<file path="src/fcl_pkg.sv">
package fcl_pkg;

    localparam int CAPACITY = 16;
    localparam int CNT_W    = 5;
    localparam int ADDR_W   = $clog2(CAPACITY);
    localparam int VALUE_W  = 32;

    typedef enum logic [2:0] {
        OP_PUSH        = 3'd0,
        OP_INSERT      = 3'd1,
        OP_REMOVE_AT   = 3'd2,
        OP_REMOVE_LAST = 3'd3,
        OP_REMOVE_SPAN = 3'd4,
        OP_RESIZE      = 3'd5,
        OP_CLEAR       = 3'd6,
        OP_READ        = 3'd7
    } t_op;

    localparam logic [1:0] ST_OK  = 2'd0;
    localparam logic [1:0] ST_CAP = 2'd1;
    localparam logic [1:0] ST_POS = 2'd2;

    typedef struct packed {
        t_op                op;
        logic [CNT_W-1:0]   position;
        logic [CNT_W-1:0]   span_end;
        logic [CNT_W-1:0]   amount;
        logic [VALUE_W-1:0] value;
    } t_req;

    typedef struct packed {
        logic [VALUE_W-1:0] read_value;
        logic [CNT_W-1:0]   count;
        logic               is_empty;
        logic               is_full;
        logic [1:0]         status;
    } t_rsp;

    typedef struct packed {
        logic              we;
        logic [ADDR_W-1:0] waddr;
        logic              re;
        logic [ADDR_W-1:0] raddr;
    } t_ram_ctl;

endpackage

</file>
<file path="src/fixed_capacity_insert_remove_list_top.sv">
// Ordered list of up to 16 words with push, positional insert, remove at a position or a
// span, drop from the end, resize with fill, clear and read. Every request gives one
// response with the read word, the count after the request, empty and full flags and a
// status. The entries sit in one single-port-write, registered-read memory, so a request
// that moves entries walks them one at a time with a read and then a write for each:
// push, remove-last, clear, a failed request and a request that moves nothing walk no
// entries; read waits for the registered read word; insert and a removal move the
// entries behind the gap; resize writes the fill value into each new slot. A finished
// response waits in an output register, and the next request is taken while it waits.
module fixed_capacity_insert_remove_list_top
    import fcl_pkg::*;
#(
    parameter int DATA_WIDTH = 32
) (
    input  logic i_clk,
    input  logic i_rst_n,
    input  logic i_req_valid,
    output logic o_req_ready,
    input  t_req i_req,
    output logic o_rsp_valid,
    input  logic i_rsp_ready,
    output t_rsp o_rsp
);

    t_ram_ctl              w_ram;
    logic [DATA_WIDTH-1:0] w_ram_wdata;
    logic [DATA_WIDTH-1:0] w_ram_rdata;
    logic                  w_res_valid;
    t_rsp                  w_res;
    logic                  w_hand;

    logic                  r_rsp_valid;
    t_rsp                  r_rsp;

    assign w_hand = !r_rsp_valid || i_rsp_ready;

    fcl_seq #(
        .DATA_WIDTH(DATA_WIDTH)
    ) u_seq (
        .i_clk       (i_clk),
        .i_rst_n     (i_rst_n),
        .i_req_valid (i_req_valid),
        .o_req_ready (o_req_ready),
        .i_req       (i_req),
        .o_ram       (w_ram),
        .o_ram_wdata (w_ram_wdata),
        .i_ram_rdata (w_ram_rdata),
        .o_res_valid (w_res_valid),
        .o_res       (w_res),
        .i_res_ready (w_hand)
    );

    fcl_ram #(
        .DATA_WIDTH(DATA_WIDTH)
    ) u_ram (
        .i_clk   (i_clk),
        .i_ctl   (w_ram),
        .i_wdata (w_ram_wdata),
        .o_rdata (w_ram_rdata)
    );

    always_ff @(posedge i_clk) begin
        if (!i_rst_n) begin
            r_rsp_valid <= 1'b0;
        end else if (w_hand) begin
            r_rsp_valid <= w_res_valid;
        end
        if (w_hand && w_res_valid) begin
            r_rsp <= w_res;
        end
    end

    assign o_rsp_valid = r_rsp_valid;
    assign o_rsp       = r_rsp;

endmodule

</file>
<file path="src/fcl_ram.sv">
module fcl_ram
    import fcl_pkg::*;
#(
    parameter int DATA_WIDTH = 32
) (
    input  logic                  i_clk,
    input  t_ram_ctl              i_ctl,
    input  logic [DATA_WIDTH-1:0] i_wdata,
    output logic [DATA_WIDTH-1:0] o_rdata
);

    logic [DATA_WIDTH-1:0] r_mem [CAPACITY];
    logic [DATA_WIDTH-1:0] r_rdata;

    always_ff @(posedge i_clk) begin
        if (i_ctl.we) begin
            r_mem[i_ctl.waddr] <= i_wdata;
        end
        if (i_ctl.re) begin
            r_rdata <= r_mem[i_ctl.raddr];
        end
    end

    assign o_rdata = r_rdata;

endmodule

</file>
<file path="src/fcl_seq.sv">
module fcl_seq
    import fcl_pkg::*;
#(
    parameter int DATA_WIDTH = 32
) (
    input  logic                  i_clk,
    input  logic                  i_rst_n,
    input  logic                  i_req_valid,
    output logic                  o_req_ready,
    input  t_req                  i_req,
    output t_ram_ctl              o_ram,
    output logic [DATA_WIDTH-1:0] o_ram_wdata,
    input  logic [DATA_WIDTH-1:0] i_ram_rdata,
    output logic                  o_res_valid,
    output t_rsp                  o_res,
    input  logic                  i_res_ready
);

    typedef enum logic [2:0] {
        S_IDLE,
        S_INS_RD,
        S_INS_WR,
        S_INS_VAL,
        S_DN_RD,
        S_DN_WR,
        S_FILL,
        S_READ
    } t_state;

    t_state                r_state, n_state;
    logic                  r_done, n_done;
    logic [CNT_W-1:0]      r_count, n_count;
    logic [CNT_W-1:0]      r_src, n_src;
    logic [CNT_W-1:0]      r_dst, n_dst;
    logic [CNT_W-1:0]      r_last, n_last;
    logic [DATA_WIDTH-1:0] r_val, n_val;
    logic [1:0]            r_status, n_status;
    logic [VALUE_W-1:0]    r_value, n_value;

    logic                  w_start;
    logic [DATA_WIDTH-1:0] w_in_val;
    logic [CNT_W-1:0]      w_dst_m1;
    logic [CNT_W-1:0]      w_dst_p1;
    logic [CNT_W-1:0]      w_src_p1;
    logic [CNT_W-1:0]      w_span;
    logic [CNT_W-1:0]      w_pos_p1;
    logic                  w_full;

    assign o_req_ready = ((r_state == S_IDLE) && !r_done) || (r_done && i_res_ready);
    assign w_start     = i_req_valid && o_req_ready;
    assign w_in_val    = DATA_WIDTH'(i_req.value);
    assign w_dst_m1    = r_dst - CNT_W'(1);
    assign w_dst_p1    = r_dst + CNT_W'(1);
    assign w_src_p1    = r_src + CNT_W'(1);
    assign w_span      = i_req.span_end - i_req.position;
    assign w_pos_p1    = i_req.position + CNT_W'(1);
    assign w_full      = r_count >= CNT_W'(CAPACITY);

    assign o_res_valid        = r_done;
    assign o_res.read_value   = r_value;
    assign o_res.count        = r_count;
    assign o_res.is_empty     = (r_count == '0);
    assign o_res.is_full      = (r_count == CNT_W'(CAPACITY));
    assign o_res.status       = r_status;

    always_comb begin
        n_state     = r_state;
        n_done      = r_done && !i_res_ready;
        n_count     = r_count;
        n_src       = r_src;
        n_dst       = r_dst;
        n_last      = r_last;
        n_val       = r_val;
        n_status    = r_status;
        n_value     = r_value;
        o_ram       = '0;
        o_ram_wdata = r_val;

        case (r_state)
            S_INS_RD: begin
                o_ram.re    = 1'b1;
                o_ram.raddr = w_dst_m1[ADDR_W-1:0];
                n_state     = S_INS_WR;
            end
            S_INS_WR: begin
                o_ram.we    = 1'b1;
                o_ram.waddr = r_dst[ADDR_W-1:0];
                o_ram_wdata = i_ram_rdata;
                n_dst       = w_dst_m1;
                n_state     = (w_dst_m1 == r_last) ? S_INS_VAL : S_INS_RD;
            end
            S_INS_VAL: begin
                o_ram.we    = 1'b1;
                o_ram.waddr = r_dst[ADDR_W-1:0];
                n_count     = r_count + CNT_W'(1);
                n_state     = S_IDLE;
                n_done      = 1'b1;
            end
            S_DN_RD: begin
                o_ram.re    = 1'b1;
                o_ram.raddr = r_src[ADDR_W-1:0];
                n_state     = S_DN_WR;
            end
            S_DN_WR: begin
                o_ram.we    = 1'b1;
                o_ram.waddr = r_dst[ADDR_W-1:0];
                o_ram_wdata = i_ram_rdata;
                n_src       = w_src_p1;
                n_dst       = w_dst_p1;
                if (w_src_p1 < r_count) begin
                    n_state = S_DN_RD;
                end else begin
                    n_count = w_dst_p1;
                    n_state = S_IDLE;
                    n_done  = 1'b1;
                end
            end
            S_FILL: begin
                o_ram.we    = 1'b1;
                o_ram.waddr = r_dst[ADDR_W-1:0];
                n_dst       = w_dst_p1;
                if (w_dst_p1 == r_last) begin
                    n_count = r_last;
                    n_state = S_IDLE;
                    n_done  = 1'b1;
                end
            end
            S_READ: begin
                n_value = VALUE_W'(i_ram_rdata);
                n_state = S_IDLE;
                n_done  = 1'b1;
            end
            default: begin
            end
        endcase

        if (w_start) begin
            n_value  = '0;
            n_status = ST_OK;
            n_val    = w_in_val;
            n_done   = 1'b1;
            n_state  = S_IDLE;
            case (i_req.op)
                OP_PUSH: begin
                    if (w_full) begin
                        n_status = ST_CAP;
                    end else begin
                        o_ram.we    = 1'b1;
                        o_ram.waddr = r_count[ADDR_W-1:0];
                        o_ram_wdata = w_in_val;
                        n_count     = r_count + CNT_W'(1);
                    end
                end
                OP_INSERT: begin
                    if (w_full) begin
                        n_status = ST_CAP;
                    end else if (i_req.position > r_count) begin
                        n_status = ST_POS;
                    end else if (i_req.position == r_count) begin
                        o_ram.we    = 1'b1;
                        o_ram.waddr = r_count[ADDR_W-1:0];
                        o_ram_wdata = w_in_val;
                        n_count     = r_count + CNT_W'(1);
                    end else begin
                        n_dst   = r_count;
                        n_last  = i_req.position;
                        n_done  = 1'b0;
                        n_state = S_INS_RD;
                    end
                end
                OP_REMOVE_AT, OP_REMOVE_SPAN: begin
                    if (i_req.op == OP_REMOVE_SPAN && i_req.span_end < i_req.position) begin
                        n_status = ST_POS;
                    end else if (i_req.op == OP_REMOVE_SPAN && w_span == '0) begin
                        n_status = ST_OK;
                    end else if (i_req.op == OP_REMOVE_AT || w_span == CNT_W'(1)) begin
                        if (i_req.position == r_count) begin
                            if (r_count != '0) begin
                                n_count = r_count - CNT_W'(1);
                            end
                        end else if (i_req.position > r_count) begin
                            n_status = ST_POS;
                        end else if (w_pos_p1 < r_count) begin
                            n_dst   = i_req.position;
                            n_src   = w_pos_p1;
                            n_done  = 1'b0;
                            n_state = S_DN_RD;
                        end else begin
                            n_count = i_req.position;
                        end
                    end else if (i_req.position >= r_count || i_req.span_end > r_count) begin
                        n_status = ST_POS;
                    end else if (i_req.span_end < r_count) begin
                        n_dst   = i_req.position;
                        n_src   = i_req.span_end;
                        n_done  = 1'b0;
                        n_state = S_DN_RD;
                    end else begin
                        n_count = i_req.position;
                    end
                end
                OP_REMOVE_LAST: begin
                    n_count = (i_req.amount < r_count) ? (r_count - i_req.amount) : '0;
                end
                OP_RESIZE: begin
                    if (i_req.amount > CNT_W'(CAPACITY)) begin
                        n_status = ST_CAP;
                    end else if (i_req.amount <= r_count) begin
                        n_count = i_req.amount;
                    end else begin
                        n_dst   = r_count;
                        n_last  = i_req.amount;
                        n_done  = 1'b0;
                        n_state = S_FILL;
                    end
                end
                OP_CLEAR: begin
                    n_count = '0;
                end
                OP_READ: begin
                    if (i_req.position < r_count) begin
                        o_ram.re    = 1'b1;
                        o_ram.raddr = i_req.position[ADDR_W-1:0];
                        n_done      = 1'b0;
                        n_state     = S_READ;
                    end else begin
                        n_status = ST_POS;
                    end
                end
                default: begin
                    n_status = ST_OK;
                end
            endcase
        end
    end

    always_ff @(posedge i_clk) begin
        if (!i_rst_n) begin
            r_state <= S_IDLE;
            r_done  <= 1'b0;
            r_count <= '0;
        end else begin
            r_state <= n_state;
            r_done  <= n_done;
            r_count <= n_count;
        end
        r_src    <= n_src;
        r_dst    <= n_dst;
        r_last   <= n_last;
        r_val    <= n_val;
        r_status <= n_status;
        r_value  <= n_value;
    end

endmodule
</file>
<file path="config.mk">
export PLATFORM = sky130hd
export DESIGN_NAME = fixed_capacity_insert_remove_list_top
export DESIGN_NICKNAME = d
export VERILOG_FILES = /design/src/fcl_pkg.sv /design/src/fixed_capacity_insert_remove_list_top.sv /design/src/fcl_ram.sv /design/src/fcl_seq.sv
export SDC_FILE = /design/constraint.sdc
export NUM_CORES = 1
export LEC_CHECK = 0
export BUFFER_PORTS_ARGS = -buffer_cell sky130_fd_sc_hd__buf_2
export CAP_MARGIN = 20
export CORE_MARGIN = 2
export CORE_UTILIZATION = 30
export DETAILED_ROUTE_END_ITERATION = 12
export PLACE_DENSITY_LB_ADDON = 0.08
export SYNTH_ARGS = -nofsm -noshare
export SYNTH_HDL_FRONTEND = slang
export SYNTH_SLANG_ARGS = --single-unit
</file>
<file path="constraint.sdc">
create_clock -name i_clk -period 6.75 [get_ports i_clk]
set_input_delay 2.025 -clock i_clk [delete_from_list [all_inputs] [get_ports i_clk]]
set_output_delay 2.025 -clock i_clk [all_outputs]
set_load 0.01 [all_outputs]
</file>
==> flow_results.org, run 1 <==
** Global routing
- The initial antenna violation count is 2.
- Wire length of the first global-routing pass :: 127000 um
- Pin count of the biggest net entering global routing :: 85
- Number of global-route vias before repair :: 18309
- Across every metal layer, demand over resource in global routing totals 0.173.
- GRT Residual Overflow :: 0

** Power and ir drop
- Overall power consumption after layout is estimated at 14.5 mW.
- For this design the static power due to leakage is 11.4 nW.
- Largest vdd supply drop :: 0.187 mV
- Power spread over the standard cell area amounts to 422 nW/um^2.

** Min path
- The worst hold path terminates at o_rsp[1].
- Hold Crit Depth :: 0
- Startpoint of the most critical hold path :: u_seq.r_status[1]
- The worst hold path belongs to the class reg -> reg.

** Critical path
- Delay of the slowest critical-path stage :: 0.63 ns
- Worst path slowest cell :: mux4_2
- The worst setup path is launched from an input port.
- Worst Path Class, Setup :: in -> reg
- Launching element of the worst setup path :: i_req[43]
- Setup slack on the worst reg-to-reg path comes out at 2.18 ns.
- Crit path cell chain :: buf_2, ha_1, nor2b_1, o21ai_0, nand2_1, nor3_4, mux2i_4, buf_12, mux4_2, a21oi_1
- Worst Path Required :: 7.23 ns
- FF-to-FF Start :: u_seq.r_count[3]
- Capturing element type of the critical path :: flip-flop
- Worst path bufs/invs :: 2
- On the critical path the largest part of the delay comes from multiplexers.
- Data on the critical path arrives at its endpoint at 5.57 ns.
- In this run the worst path has a maximum fanout of 84.
- Measured in cells, the most critical reg-to-reg path has a length of 11.
- The worst register-to-register path ends at u_ram.r_mem[5][31].
- In this run the number of cells on the critical path is 10.

** Clock network
- The number of setup buffers added after CTS is 0.
- For this design, the sink count on the clock tree is 676.
- Resized Gates After CTS :: 0
- CTS built an H-tree with a depth of 3.
- CTS placed an instance of clkbuf_16 at the clock tree root.
- Max Root-Sink Buffers :: 3
- TritonCTS built the clock tree.
- Buffers inserted to repair hold after CTS numbered 0.
- Clock-pin slew of the registers on the worst-case setup and hold paths :: 0.06 ns
- Worst-skew pair later-pin latency :: 0.64 ns
- Total CTS buffers :: 81

** Final layout
- Of the cells placed in the final design, the portion with a size suffix greater than 1 is 0.168.
- Diode count :: 0
- Relative to the synthesized area, the layout overhead comes to 18.5%.
- The net count of the finished layout is 2326.
- Highest-count cells in the layout ignoring fill and taps :: edfxtp_1, nand2_1, mux2i_1
- Most common cell after layout, fill and taps aside :: edfxtp_1

** Drt
- Average detailed-routed wire length per instance :: 24.1 um
- The first routing iteration left 1428 violations.
- After detailed routing, the number of remaining DRC violations is 0.
- The first detailed-routing pass ran for 6 iterations.
- Vias after detailed routing :: 18296
- Summed over all nets, wire length on met3 after detailed routing comes to 3950 um.
- Uppermost signal routing layer after detailed routing :: met4
- Routed metal-1 wirelength :: 40000 um
- The count of nets left with antenna violations once routing finished came out at 0.
- Detailed route wirelength on metal2 :: 40400 um
- Drt via density :: 5.11
- Detailed-route wire length :: 86200 um

** Synthesis
- Synth top area cells :: edfxtp_1, mux2i_1, nand2_1, dfxtp_1, a211oi_1
- The synthesized netlist occupies a cell area of 29100 sq um.
- Syn Area/Cell :: 13.9 sq um
- Top-area cell type share of the netlist area :: 0.644
- Post-synth net total :: 2182
- Count of unique library cells instantiated by Yosys :: 73
- The largest total area in the synthesized netlist belongs to edfxtp_1.
- Share of synthesized flip-flops with an asynchronous set or reset :: 0
- The Yosys step of the flow raised 0 warnings.
- Proportion of synthesized chip area in sequential cells :: 0.680
- Counting flops with a built-in enable in the synthesized netlist gives 624.
- Number of instances in the synthesized netlist :: 2091
- In the synthesized netlist the dominant register cell turns out to be edfxtp_1.
- Synthesis inferred 676 register bits.

** Floorplanning
- Horizontal die dimension :: 315 um
- The floorplan step defined a core boundary enclosing 96400 sq um.
- Row count :: 114
- Effective utilization at floorplan :: 0.302
- The die covers 99500 sq um.
- Vertical die dimension :: 315 um
- Pin placement for this block handled 97 I/O pins.

** STA
- Post-Route Skew :: 0.0185 ns
- Final hold analysis gives a worst-case slack of 0.417 ns.
- Min cycle time layout :: 5.09 ns
- The max-slew violation count is 0.
- Measured against its own limit, the worst slew margin works out to 0.304.
- Final count of negative-setup-slack endpoints :: 0
- Setup repair after global routing left no endpoint under its margin.
- Of the available clock period, the critical path in the final layout requires 0.754.
- Setup TNS after final layout :: 0 ns
- Number of hold-slack violations in the final timing report :: 0
- Timing would allow up to 0.197 GHz.
- Transition time at the pin with the least slew margin :: 1.03 ns

** Placement
- Port Buffer Count :: 96
- Summed over all nets, the half-perimeter wirelength after detailed placement is 51000 um.
- Final weighted congestion of routability-driven global placement :: 0.894

** Job
- The tool flagged a number of max-cap violations equal to 0.

** Status
- Run status :: complete, no violations
-- worst max-delay path by stage --
stage | endpoint | slack [ns]
after CTS | u_ram.o_rdata[24] | 1.66
after global routing | u_ram.o_rdata[24] | 1.43
after floorplan | u_ram.r_mem[9][0] | 1.34
after global placement | u_ram.o_rdata[24] | 1.04
after detailed placement | u_ram.o_rdata[25] | 0.97
final | u_ram.o_rdata[1] | 1.66
-- area by class of cell --
type | instances | area (sq um)
flip-flops and latches | 676 | 19800
multi-input cells | 1250 | 8810
well taps | 1276 | 1600
repair buffers | 195 | 1470
inverters | 31 | 118
clock buffers | 113 | 2280
fillers | 9372 | 61900
clock inverters | 38 | 423
-- per-stage QoR --
| step | utilization | area (sq um) | instances | worst slack (ns) |
|---|---|---|---|---|
| 2_1_floorplan | - | 29100 | 2091 | 1.34 |
| 3_3_place_gp | 0.330 | 31800 | 3427 | 1.04 |
| 3_5_place_dp | 0.330 | 31800 | 3428 | 0.969 |
| 4_1_cts | 0.358 | 34500 | 3579 | 1.66 |
| 5_1_grt | 0.358 | 34500 | 3579 | 1.43 |
| 6_report | 0.358 | 34500 | 3579 | 1.66 |
-- synth_stat cells (all sizes together), types with 4 or more instances --
| cell type | instances |
|---|---|
| o22ai | 9 |
| nand4 | 5 |
| and2 | 6 |
| a221oi | 4 |
| nor3b | 6 |
| nor2 | 63 |
| a211oi | 100 |
| o21ai | 70 |
| a21o | 12 |
| nor2b | 13 |
| inv | 30 |
| a311oi | 33 |
| clkbuf | 91 |
| o211ai | 6 |
| a21oi | 112 |
| and3 | 74 |
| a31oi | 46 |
| edfxtp | 624 |
| a41oi | 4 |
| nand2b | 8 |
| mux2i | 166 |
| o31ai | 4 |
| mux4 | 32 |
| ha | 35 |
| a32oi | 6 |
| nor3 | 22 |
| a22oi | 8 |
| nor4 | 6 |
| buf | 43 |
| o221a | 4 |
| nand3 | 29 |
| a22o | 8 |
| xor2 | 15 |
| dfxtp | 52 |
| a21boi | 4 |
| nand2 | 280 |
| xnor2 | 19 |
-- sequential cells by signal, summed over array words and instances (netlist names) --
| name | count |
|---|---|
| u_seq.r_last | 5 |
| u_ram.o_rdata | 32 |
| u_ram.r_mem | 512 |
| u_seq.r_status | 2 |
| u_seq.r_src | 5 |
| u_seq.r_dst | 5 |
| u_seq.r_val | 32 |
| u_seq.r_state | 3 |
| u_seq.r_value | 32 |
| u_seq.r_count | 5 |
| u_seq.o_res_valid | 1 |
| o_rsp_valid | 1 |
| o_rsp | 41 |
-- where the power goes --
part	internal (mW)	switching [mW]
combinational	1.42	2.74
clock	2.67	1.74
sequential	5.69	0.280
-- per-layer routing --
metal | vias to the layer above | global-route usage
met1 | 9289 | 0.244
met5 | - | 0
met3 | 121 | 0.0262
met2 | 474 | 0.278
met4 | 0 | 0.0445
li1 | 8412 | -
-- cells by family (layout without fill, tap and decap cells) --
| kind of cell | count (synthesis) | count (layout) | synth area share |
|---|---|---|---|
| fa+ha+maj | 37 | 37 | 0.0164 |
| mux | 199 | 199 | 0.0823 |
| buf+inv | 165 | 377 | 0.0242 |
| simple gates | 521 | 521 | 0.0818 |
| compound gates | 458 | 458 | 0.104 |
| xor+xnor | 35 | 35 | 0.0110 |
| flops | 676 | 676 | 0.680 |
Note: power is estimated with default switching activity, not from simulation.
==> inputs of run 2 (changes only) <==
- ABC_AREA: unset -> 1
- clock period: 6.75 -> 5.1 ns (I/O delays scaled with it)
==> flow_results.org, run 2 <==
** STA
- The max-slew violation count came to 0 (unchanged).
- The final-layout setup total negative slack came to 0 ns (unchanged).
- Final count of negative-setup-slack endpoints :: 0 (unchanged)
- Achievable clock frequency :: 0.224 GHz
- In the finished design, the share of the clock period the worst path needs comes to 0.876.
- The smallest clock period supported by the final layout is computed as 4.47 ns.
- The worst max-slew margin expressed relative to the limit came to 0.365 (+0.0617).
- The worst setup slack after layout came to 0.634 ns (-1.03 ns).
- Post-Route Skew :: 0.0330 ns (+0.0145 ns)
- Worst Hold Margin :: 0.419 ns (+0.00204 ns)
- The worst-margin pin slew came to 0.928 ns (-0.100 ns).
- The number of hold-slack violations in the final timing report is 0 (unchanged).
- Unrepaired setup endpoints after global routing :: no

** Drt
- The via density per instance was 5.06 (-0.99%).
- DRC errors left :: 0 (unchanged)
- Average detailed-routed wire length per instance :: 24.0 um (-0.29%)
- The first-pass iteration count of the detailed router was 6 (unchanged).
- The number of nets with antenna violations after detailed routing came to 0 (unchanged).
- The DRC marker count from the first detailed-route iteration was 1696 (+19%).
- The number of vias in the routed layout came to 20812 (+14%).
- Detailed-route wire length :: 98700 um (+15%)

** Final layout
- The sequential cell area was 19800 sq um (unchanged).
- The number of cells in the finished layout apart from fillers is 4112 (+15%).
- Diode count :: 0 (unchanged)
- The number of flip-flops under the largest register name is 512 (unchanged).
- Relative area change from synthesis to final layout :: 18.8%
- Nets@finish :: 2856 (+23%)
- The filler cell count in the final layout is 9669 (+3.2%).
- The multi-input combinational cell area is 8680 sq um (-1.5%).
- Ratio of cells with drive above 1 in the final layout :: 0.153 (-0.0151)
- Core utilization of the finished layout :: 0.360 (+0.00262)
- Post-route standard cell area excluding fillers :: 35500 sq um (+3.0%)
- Leaving out fill and tap cells, the most frequent cell in the layout is edfxtp_1.
- Highest-count cells in the layout ignoring fill and taps :: edfxtp_1, nand2_1, o211ai_1
- Biggest register :: u_ram.r_mem

** Synthesis
- The most used flip-flop cell after synthesis is edfxtp_1.
- Cell with the most instances after synthesis :: edfxtp_1
- Cell taking the most area after synthesis :: edfxtp_1
- Share of synthesized flip-flops with an asynchronous set or reset :: 0 (unchanged)
- The top cell type's share of synthesized area came to 0.627 (-0.0172).
- Synthesized cell area :: 29900 sq um (+2.7%)
- Syn Area/Cell :: 11.5 sq um (-17%)
- The share of synthesized area occupied by flip-flops and latches is 0.662 (-0.0181).
- Flops & latches, synth :: 676 (unchanged)
- Count of unique library cells instantiated by Yosys :: 62 (-15%)
- Synth top area cells :: edfxtp_1, o211ai_1, nand2_1, o21ai_0, dfxtp_1
- Synth top cells by count :: edfxtp_1, nand2_1, o211ai_1
- Yosys synthesis warning count :: 0 (unchanged)
- Number of instances in the synthesized netlist :: 2593 (+24%)
- The number of synthesized flops with an enable pin is 624 (unchanged).
- The synthesized net count was 2684 (+23%).

** Floorplanning
- The total number of placement rows is 115 (+0.88%).
- The count of pins on the block boundary came to 97 (unchanged).
- Horizontal die dimension :: 320 um (+1.3%)
- The die boundary height is 320 um (+1.3%).
- Effective utilization at floorplan :: 0.303 (+0.00153)
- The area of the die is 102000 sq um (+2.7%).
- The core region area came to 98600 sq um (+2.2%).

** Power and ir drop
- The static leakage power was 12.6 nW (+9.9%).
- Combinational Power Share :: 0.368 (+0.082)
- The reported net switching power is 8.30 mW (+74%).
- The areal power density over the cells came to 619 nW/um^2 (+47%).
- The total power came to 22.0 mW (+51%).
- The worst IR drop on VDD came to 0.254 mV (+36%).
- The fraction of power consumed by sequential logic came to 0.376 (-0.035).
- The share of total power in the clock network came to 0.255 (-0.048).
- The switching portion of total power came to 0.377 (+0.0501).
- The internal power came to 13.7 mW (+40%).

** Global routing
- GRT Residual Overflow :: 0 (unchanged)
- The first-pass GRT wire length was 144000 um (+14%).
- Number of global-route vias before repair :: 20637 (+13%)
- The largest net degree at the start of global routing is 87 (+2.4%).
- All-Layer GR Usage :: 0.191 (+0.0186)
- Initial antenna violation count :: 9 (+7)

** Clock network
- In this run the clock root is driven by a clkbuf_16.
- Worst-skew pair later-pin latency :: 0.65 ns (about the same)
- The number of hold buffers added after CTS came to 0 (unchanged).
- Max H-tree Level :: 3 (unchanged)
- The total clock sinks was 676 (unchanged).
- The number of gates resized after CTS was 0 (unchanged).
- TritonCTS built the clock tree.
- The post-CTS setup buffer count was 0 (unchanged).
- The clock edge transition at the registers on the reported setup and hold paths was 0.05 ns (about the same).
- The TritonCTS buffer count was 79 (-2.5%).
- Max Root-Sink Buffers :: 3 (unchanged)

** Critical path
- STA classifies the critical path endpoint as a flip-flop.
- For this design, the slowest cell found on the critical path is nor3_1.
- Crit path cell chain :: buf_2, nor3_1, clkinv_1, nand2_1, inv_1, nor2_1, nand2_1, inv_1, o21ai_0, nand3_1, o21ai_0, inv_1, nand2_1, a211oi_4, buf_12
- Worst Path Class, Setup :: in -> reg
- The delay of the slowest cell on the worst path is 0.54 ns (-0.09 ns).
- CP Data Arrival Time :: 4.78 ns (-0.79 ns)
- Worst Path Required :: 5.41 ns (-1.82 ns)
- In this run the worst setup path begins at i_req[48].
- The worst-path maximum fanout was 26 (-69%).
- The worst setup path is launched from an input port.
- The startpoint identified for the worst register-to-register timing path is u_seq.r_count[2].

** Placement
- Total placed cells including tap cells :: 3969 (+16%)
- Half-perimeter wire length after placement :: 61600 um (+21%)
- Area post-placement :: 32900 sq um (+3.6%)
- Post-Place Setup Slack :: 0.170 ns (-0.799 ns)
- Port Buffer Count :: 96 (unchanged)
- Final weighted congestion of routability-driven global placement :: 0.935 (+4.6%)

** Min path
- Startpoint of the most critical hold path :: u_seq.r_status[1]
- The worst hold path belongs to the class reg -> reg.

** Job
- The count of maximum capacitance violations came to 0 (unchanged).

** Status
- Run status :: complete, no violations
[run 2: layer usage]
layer / wire length (um) / global-route usage
met1: 46600 / 0.271
met2: 43800 / 0.296
met3: 5720 / 0.0370
met4: 2670 / 0.0569
met5: 0 / 0
[run 2: power groups by stage]
stage / sequential, mW / clock (mW) / combinational, mW
3_5_place_dp: 8.38 / 0 / 8.17
4_1_cts: 8.28 / 5.77 / 8.19
3_3_place_gp: 8.39 / 0 / 8.13
5_1_grt: 8.35 / 5.97 / 8.93
2_1_floorplan: 8.36 / 0 / 4.68
6_report: 8.27 / 5.62 / 8.10
[run 2: path summary, 6_finish.rpt]
kind	endpoint	slack, ns	depth (start not counted)
setup / recovery	u_ram.r_mem[0][17]	0.63	15
hold / removal	o_rsp[1]	0.42	0
setup reg to reg	u_ram.r_mem[0][17]	1.39	17
hold reg to reg	o_rsp[1]	0.42	0
[run 2: worst max-delay path, delay by kind of cell]
family,cells,cell delay [ns]
AND/OR/NAND/NOR,6,1.44
AO/OA/AOI/OAI,3,0.57
buffers and inverters,6,1.20
[run 2: layout make-up]
class,instances,area share
flip-flops and latches,676,0.557
multi-input cells,1545,0.244
clock buffers,105,0.0604
repair buffers,230,0.0560
well taps,1287,0.0454
inverters,233,0.0249
clock inverters,36,0.0119
[run 2: cell families (layout without fill, tap and decap cells)]
logic type                 Yosys count  count (layout)  synth area share
AOI/OAI and AO/OA                  639             639             0.134
muxes                                1               1          0.000335
xor gates and xnor gates            19              19           0.00557
DFF                                676             676             0.662
buffers and inverters              372             604            0.0534
adders and majority gates           37              37            0.0160
and+or+nand+nor                    849             849             0.129
